**src/hdl/utfc_pkg.sv**
```systemverilog
`timescale 1ns / 1ps

package utfc_pkg;

	localparam int unsigned BYTE_W  = 8;
	localparam int unsigned LEN_W   = 16;
	localparam int unsigned COUNT_W = 17;

	localparam logic [COUNT_W-1:0] COUNT_CAP = 17'h10000;
	localparam logic [LEN_W-1:0]   MAX_LENGTH_RESET = 16'd4096;

	// second-byte limit set by the lead byte
	typedef enum logic [2:0] {
		LIM_NONE = 3'd0,
		LIM_E0   = 3'd1,
		LIM_ED   = 3'd2,
		LIM_F0   = 3'd3,
		LIM_F4   = 3'd4
	} limit_t;

	typedef struct packed {
		logic [1:0]         bytes_pending;
		limit_t             next_byte_limit;
		logic [COUNT_W-1:0] seen_count;
		logic               error_seen;
	} text_state_t;

endpackage

```
**src/hdl/utfc_decode.sv**
```systemverilog
`timescale 1ns / 1ps

module utfc_decode import utfc_pkg::*; (
	input  logic [BYTE_W-1:0] text_byte,
	input  text_state_t       cur,
	output text_state_t       nxt
);

	logic cont_ok;

	always_comb begin
		nxt = cur;
		cont_ok = (text_byte[7:6] == 2'b10);

		// saturating byte count
		if (cur.seen_count < COUNT_CAP) begin
			nxt.seen_count = cur.seen_count + COUNT_W'(1);
		end

		// control bytes
		if (text_byte < 8'h20 || text_byte == 8'h7f) begin
			nxt.error_seen = 1'b1;
		end

		if (cur.bytes_pending != 2'd0) begin
			case (cur.next_byte_limit)
				LIM_E0:  if (text_byte < 8'ha0) cont_ok = 1'b0;
				LIM_ED:  if (text_byte >= 8'ha0) cont_ok = 1'b0;
				LIM_F0:  if (text_byte < 8'h90) cont_ok = 1'b0;
				LIM_F4:  if (text_byte >= 8'h90) cont_ok = 1'b0;
				default: ;
			endcase
			nxt.next_byte_limit = LIM_NONE;
			if (cont_ok) begin
				nxt.bytes_pending = cur.bytes_pending - 2'd1;
			end else begin
				nxt.error_seen    = 1'b1;
				nxt.bytes_pending = 2'd0;
			end
		end else begin
			if (text_byte inside {[8'h00:8'h7f]}) begin
				// single byte
			end else if (text_byte inside {[8'hc2:8'hdf]}) begin
				nxt.bytes_pending = 2'd1;
			end else if (text_byte inside {[8'he0:8'hef]}) begin
				nxt.bytes_pending = 2'd2;
				if (text_byte == 8'he0) nxt.next_byte_limit = LIM_E0;
				else if (text_byte == 8'hed) nxt.next_byte_limit = LIM_ED;
			end else if (text_byte inside {[8'hf0:8'hf4]}) begin
				nxt.bytes_pending = 2'd3;
				if (text_byte == 8'hf0) nxt.next_byte_limit = LIM_F0;
				else if (text_byte == 8'hf4) nxt.next_byte_limit = LIM_F4;
			end else begin
				nxt.error_seen = 1'b1;
			end
		end
	end

endmodule

```
**src/hdl/utf8_safe_text_checker_core.sv**
```systemverilog
`timescale 1ns / 1ps
// strict utf-8 text checker, one byte per transaction
// result path: a last byte is taken into the input register, and its result is then written to the output register
// throughput: one byte per cycle, sustained while the result side keeps up
// a last byte waits in the input register only while an older result is untaken
// reset: arst_n clears the text state, both valid flags and sets max_length to 4096

module utf8_safe_text_checker_core import utfc_pkg::*; (
	input  logic               clk,
	input  logic               arst_n,
	// configuration
	input  logic               cfg_we,
	input  logic [LEN_W-1:0]   cfg_wdata,
	// byte input
	input  logic               in_valid,
	output logic               in_ready,
	input  logic [BYTE_W-1:0]  text_byte,
	input  logic               last_byte,
	// result output
	output logic               out_valid,
	input  logic               out_ready,
	output logic               text_valid,
	output logic [COUNT_W-1:0] byte_count
);

	// configuration register
	logic [LEN_W-1:0] max_length_q;

	// input stage
	logic              valid_s1;
	logic [BYTE_W-1:0] byte_s1;
	logic              last_s1;

	// running decode state of the current text
	text_state_t state_q;
	text_state_t state_nxt;

	// result register
	logic               out_valid_q;
	logic               text_valid_q;
	logic [COUNT_W-1:0] byte_count_q;

	logic out_free;
	logic advance;
	logic result_ok;

	// the result slot is free when empty or being drained this cycle
	assign out_free = !out_valid_q || out_ready;
	// a middle byte always moves on; a last byte needs the result slot
	assign advance  = valid_s1 && (!last_s1 || out_free);
	assign in_ready = !valid_s1 || advance;

	utfc_decode u_decode (
		.text_byte (byte_s1),
		.cur       (state_q),
		.nxt       (state_nxt)
	);

	// bounded length, no fault, no sequence cut short
	assign result_ok = !state_nxt.error_seen && (state_nxt.bytes_pending == 2'd0)
		&& (state_nxt.seen_count <= {1'b0, max_length_q});

	always_ff @(posedge clk or negedge arst_n) begin
		if (!arst_n) begin
			max_length_q <= MAX_LENGTH_RESET;
		end else if (cfg_we) begin
			max_length_q <= cfg_wdata;
		end
	end

	// input register
	always_ff @(posedge clk or negedge arst_n) begin
		if (!arst_n) begin
			valid_s1 <= 1'b0;
		end else if (in_ready) begin
			valid_s1 <= in_valid;
		end
	end

	always_ff @(posedge clk) begin
		if (in_ready && in_valid) begin
			byte_s1 <= text_byte;
			last_s1 <= last_byte;
		end
	end

	// text state, cleared after the last byte
	always_ff @(posedge clk or negedge arst_n) begin
		if (!arst_n) begin
			state_q <= '{bytes_pending: 2'd0, next_byte_limit: LIM_NONE,
				seen_count: '0, error_seen: 1'b0};
		end else if (advance) begin
			if (last_s1) begin
				state_q <= '{bytes_pending: 2'd0, next_byte_limit: LIM_NONE,
					seen_count: '0, error_seen: 1'b0};
			end else begin
				state_q <= state_nxt;
			end
		end
	end

	// result register
	always_ff @(posedge clk or negedge arst_n) begin
		if (!arst_n) begin
			out_valid_q <= 1'b0;
		end else if (advance && last_s1) begin
			out_valid_q <= 1'b1;
		end else if (out_ready) begin
			out_valid_q <= 1'b0;
		end
	end

	always_ff @(posedge clk) begin
		if (advance && last_s1) begin
			text_valid_q <= result_ok;
			byte_count_q <= state_nxt.seen_count;
		end
	end

	assign out_valid  = out_valid_q;
	assign text_valid = text_valid_q;
	assign byte_count = byte_count_q;

endmodule
```
**config.mk**
```make
export PLATFORM = sky130hd
export DESIGN_NAME = utf8_safe_text_checker_core
export DESIGN_NICKNAME = d
export VERILOG_FILES = /design/src/hdl/utfc_pkg.sv /design/src/hdl/utfc_decode.sv /design/src/hdl/utf8_safe_text_checker_core.sv
export SDC_FILE = /design/constraint.sdc
export NUM_CORES = 1
export LEC_CHECK = 0
export ABC_AREA = 1
export ABC_CLOCK_PERIOD_IN_PS = 3100
export BUFFER_PORTS_ARGS = -buffer_cell sky130_fd_sc_hd__buf_2
export CELL_PAD_IN_SITES_DETAIL_PLACEMENT = 0
export CELL_PAD_IN_SITES_GLOBAL_PLACEMENT = 1
export CORE_AREA = 2 2 94 96
export CTS_CLUSTER_SIZE = 10
export DETAILED_ROUTE_END_ITERATION = 12
export DIE_AREA = 0 0 96 98
export PLACE_DENSITY = 0.77
export SLEW_MARGIN = 20
export SYNTH_ARGS = -nofsm -noshare
export SYNTH_HDL_FRONTEND = slang
export SYNTH_SLANG_ARGS = --single-unit
```
**constraint.sdc**
```tcl
create_clock -name clk -period 3.1 [get_ports clk]
set_clock_uncertainty 0.2 [all_clocks]
set_input_delay 0.31 -clock clk [delete_from_list [all_inputs] [get_ports clk]]
set_output_delay 0.31 -clock clk [all_outputs]
set_load 0.01 [all_outputs]
```
==> impl_metrics.csv <==
group,metric,value,unit
pwr,ir_drop,0.000258,V
routing,ant_nets,0,
yosys,synth.cell_area,3530,um^2
critical_path,r2r-end,"text_valid$_DFFE_PP_",
routing,wirelength,7510,um
yosys,ys_types,38,
cells_and_area,nFillCells,805,
yosys,synth_area_leaders,"dfrtp_1 28%, edfxtp_1 23%, nand2_1 12%, ha_1 6.4%, inv_1 6.4%",
critical_path,critPathRequiredTime,3.10,ns
yosys,syn_inst,394,
min_path,worstHoldEndpoint,"out_valid$_DFFE_PN0P_",
yosys,ys_ff_latch,68,
yosys,synth-edff-count,27,
critical_path,path_class,"reg2reg",
min_path,hold_path_class,"in2reg",
timing,grt_setup_unrepaired,"no",
yosys,synth_most_common_cell,"nand2_1",
global_route,grt.total_usage,0.174,
floorplanning,io_pins,50,
global_route,antenna_found_initial,0,
clock_tree,clock_path_buffers,2,
clock_tree,tritoncts,"yes",
timing,fin_hold_ws,0.0293,ns
critical_path,start_kind,"flop",
floorplanning,dieArea,9410,um^2
yosys,seq_area_frac_synth,0.520,
timing,fin_crit,2.80,ns
critical_path,r2r_slack,0.30,ns
cells_and_area,final_nets,527,
cells_and_area,antenna_cells,0,
critical_path,reg2regPathDepth,18,
clock_tree,clock_latency,0.34,ns
timing,max_freq,357,MHz
cells_and_area,drive_gt1_frac,0.190,
clock_tree,cts_buffers,9,
floorplanning,initial_core_util,0.417,
yosys,synth_top_area_cell,"dfrtp_1",
yosys,async_flop_share,0.603,
routing,drt_first_pass_iters,4,
floorplanning,die_x,96,um
min_path,min_from,"out_ready",
yosys,syn_nets,442,
timing,finalSetupViolCount,0,
outcome,status,"finished, final reports clean",
place,gp_congestion,0.801,
timing,timing.slew.headroom,0.354,
yosys,synth_common_cells,"109 x nand2_1, 60 x inv_1, 40 x dfrtp_1",
pwr,powerDensity,497,nW/um^2
timing,tightest_slew,0.969,ns
cells_and_area,syn2layout_area_growth,25.7,%
min_path,hold_depth,4,
global_route,overflow,0,
yosys,synth.top_cell.area_share,0.283,
global_route,grt_pass1_vias,2657,
clock_tree,cts-root-buf,"clkbuf_8",
routing,drt_iter0_drc,124,
clock_tree,clkTransAtPathRegs,0.08,ns
clock_tree,cts_htree_levels,3,
routing,routedWlPerCell,12.7,um
yosys,yosys_warnings,0,
critical_path,path_max_fanout,5,
critical_path,endpoint_kind,"flop",
global_route,grt_max_degree,42,
yosys,syn_area_per_cell,8.96,um^2
place,hpwlAfterDp,5290,um
timing,finalHoldViolCount,0,
critical_path,r2r-start,"state_q[2]$_DFFE_PN0P_",
routing,via_per_inst,4.74,
routing,num_vias,2809,
floorplanning,rows,34,
pwr,p_leak,2.17,nW
run,drv_cap,0,
floorplanning,fp.dieH,98,um
routing,drc,0,
timing,tns,0,ns
clock_tree,cts.sinks,68,
timing,period_share,0.904,
floorplanning,core-area,8470,um^2
critical_path,critical_path_arrival,2.81,ns
global_route,grt_pass1_wl,12600,um
place,port-buffer-count,49,
yosys,synth_ff_type,"dfrtp_1",
timing,finalMaxSlewViolations,0,
-- worst max-delay path by stage --
stage,cells after the start,to,slack (ns),start
2_1_floorplan,18,text_valid$_DFFE_PP_,0.63,state_q[17]$_DFFE_PN0P_
3_3_place_gp,18,text_valid$_DFFE_PP_,0.30,state_q[2]$_DFFE_PN0P_
3_5_place_dp,18,text_valid$_DFFE_PP_,0.28,state_q[2]$_DFFE_PN0P_
4_1_cts,18,text_valid$_DFFE_PP_,0.26,state_q[2]$_DFFE_PN0P_
5_1_grt,16,text_valid$_DFFE_PP_,0.03,state_q[1]$_DFFE_PN0P_
6_report,18,text_valid$_DFFE_PP_,0.30,state_q[2]$_DFFE_PN0P_
-- per-stage QoR --
| stage | setup WS (ns) | total power [mW] | util | std cells | area [um^2] |
|---|---|---|---|---|---|
| 5_1_grt | 0.0309 | 2.33 | 0.524 | 592 | 4440 |
| 3_5_place_dp | 0.280 | 1.34 | 0.462 | 549 | 3910 |
| 2_1_floorplan | 0.632 | 1.23 | - | 394 | 3530 |
| 6_report | 0.298 | 2.21 | 0.524 | 592 | 4440 |
| 3_3_place_gp | 0.300 | 1.33 | 0.462 | 549 | 3910 |
| 4_1_cts | 0.259 | 2.23 | 0.523 | 592 | 4420 |
-- cell families after synthesis --
logic type | after synthesis | share of synthesized area
adders and majority gates | 18 | 0.0638
DFF | 68 | 0.520
muxes | 1 | 0.00319
xor gates and xnor gates | 11 | 0.0294
AOI/OAI and AO/OA | 54 | 0.0896
and+or+nand+nor | 175 | 0.220
buffers and inverters | 67 | 0.0733
-- sequential cells by signal, indices dropped and copies added (netlist names) --
| register | count |
|---|---|
| max_length_q | 16 |
| valid_s1 | 1 |
| byte_count | 17 |
| byte_s1 | 8 |
| state_q | 23 |
| text_valid | 1 |
| out_valid | 1 |
| last_s1 | 1 |
-- area by class of cell --
class | count | area [um^2] | share of cell area
Clock buffer | 10 | 149 | 0.0335
Clock inverter | 6 | 92.6 | 0.0209
Inverter | 61 | 229 | 0.0516
Multi-Input combinational cell | 259 | 1450 | 0.327
Sequential cell | 68 | 1840 | 0.414
Tap cell | 108 | 135 | 0.0304
Timing Repair Buffer | 80 | 546 | 0.123
-- layer usage --
layer  wire length [um]  GRT usage
met1               3730      0.250
met2               3370      0.262
met3                322     0.0463
met4                 81     0.0451
met5                  0          0
-- cell usage in the layout, fill, tap and decap left out, drive strengths merged, types with 7 or more instances in the layout --
| cell type | netlist | layout |
|---|---|---|
| ha | 18 | 18 |
| dfrtp | 40 | 40 |
| nand2 | 115 | 115 |
| nor2 | 24 | 24 |
| a21oi | 7 | 7 |
| nor3 | 10 | 10 |
| edfxtp | 27 | 27 |
| dlygate4sd3 | 0 | 27 |
| o21ai | 30 | 30 |
| buf | 1 | 53 |
| xor2 | 10 | 10 |
| inv | 61 | 63 |
| nand3 | 20 | 20 |
| clkbuf | 5 | 10 |
-- worst max-delay path, cell delays in order (launching register included) --
cell and delay [ns]:
dfrtp_1 0.42, ha_1 0.19, nand3_1 0.11, nor2_2 0.18
nand3_2 0.15, nor2_2 0.17, xor2_2 0.22, ha_1 0.28
nand2_1 0.11, inv_1 0.05, nand2_1 0.06, nand2_1 0.04
nand2_1 0.05, nand2_1 0.05, nand2_1 0.07, nand3_1 0.08
nand2_1 0.08, nand3_1 0.07, nor2_1 0.09
-- power by group --
part	switching, mW	internal [mW]	leakage, nW
clock	0.356	0.507	0.115
combinational	0.186	0.124	1.26
sequential	0.0326	1.00	0.791
-- timing repair --
action | CTS | global route
hold buffers | 27 | 0
endpoints found under the setup margin | 0 | 1
gates resized for setup | 0 | 3
setup buffers | 0 | 0
endpoints found under the hold margin | 66 | 0
Note: power is estimated with default switching activity, not from simulation.
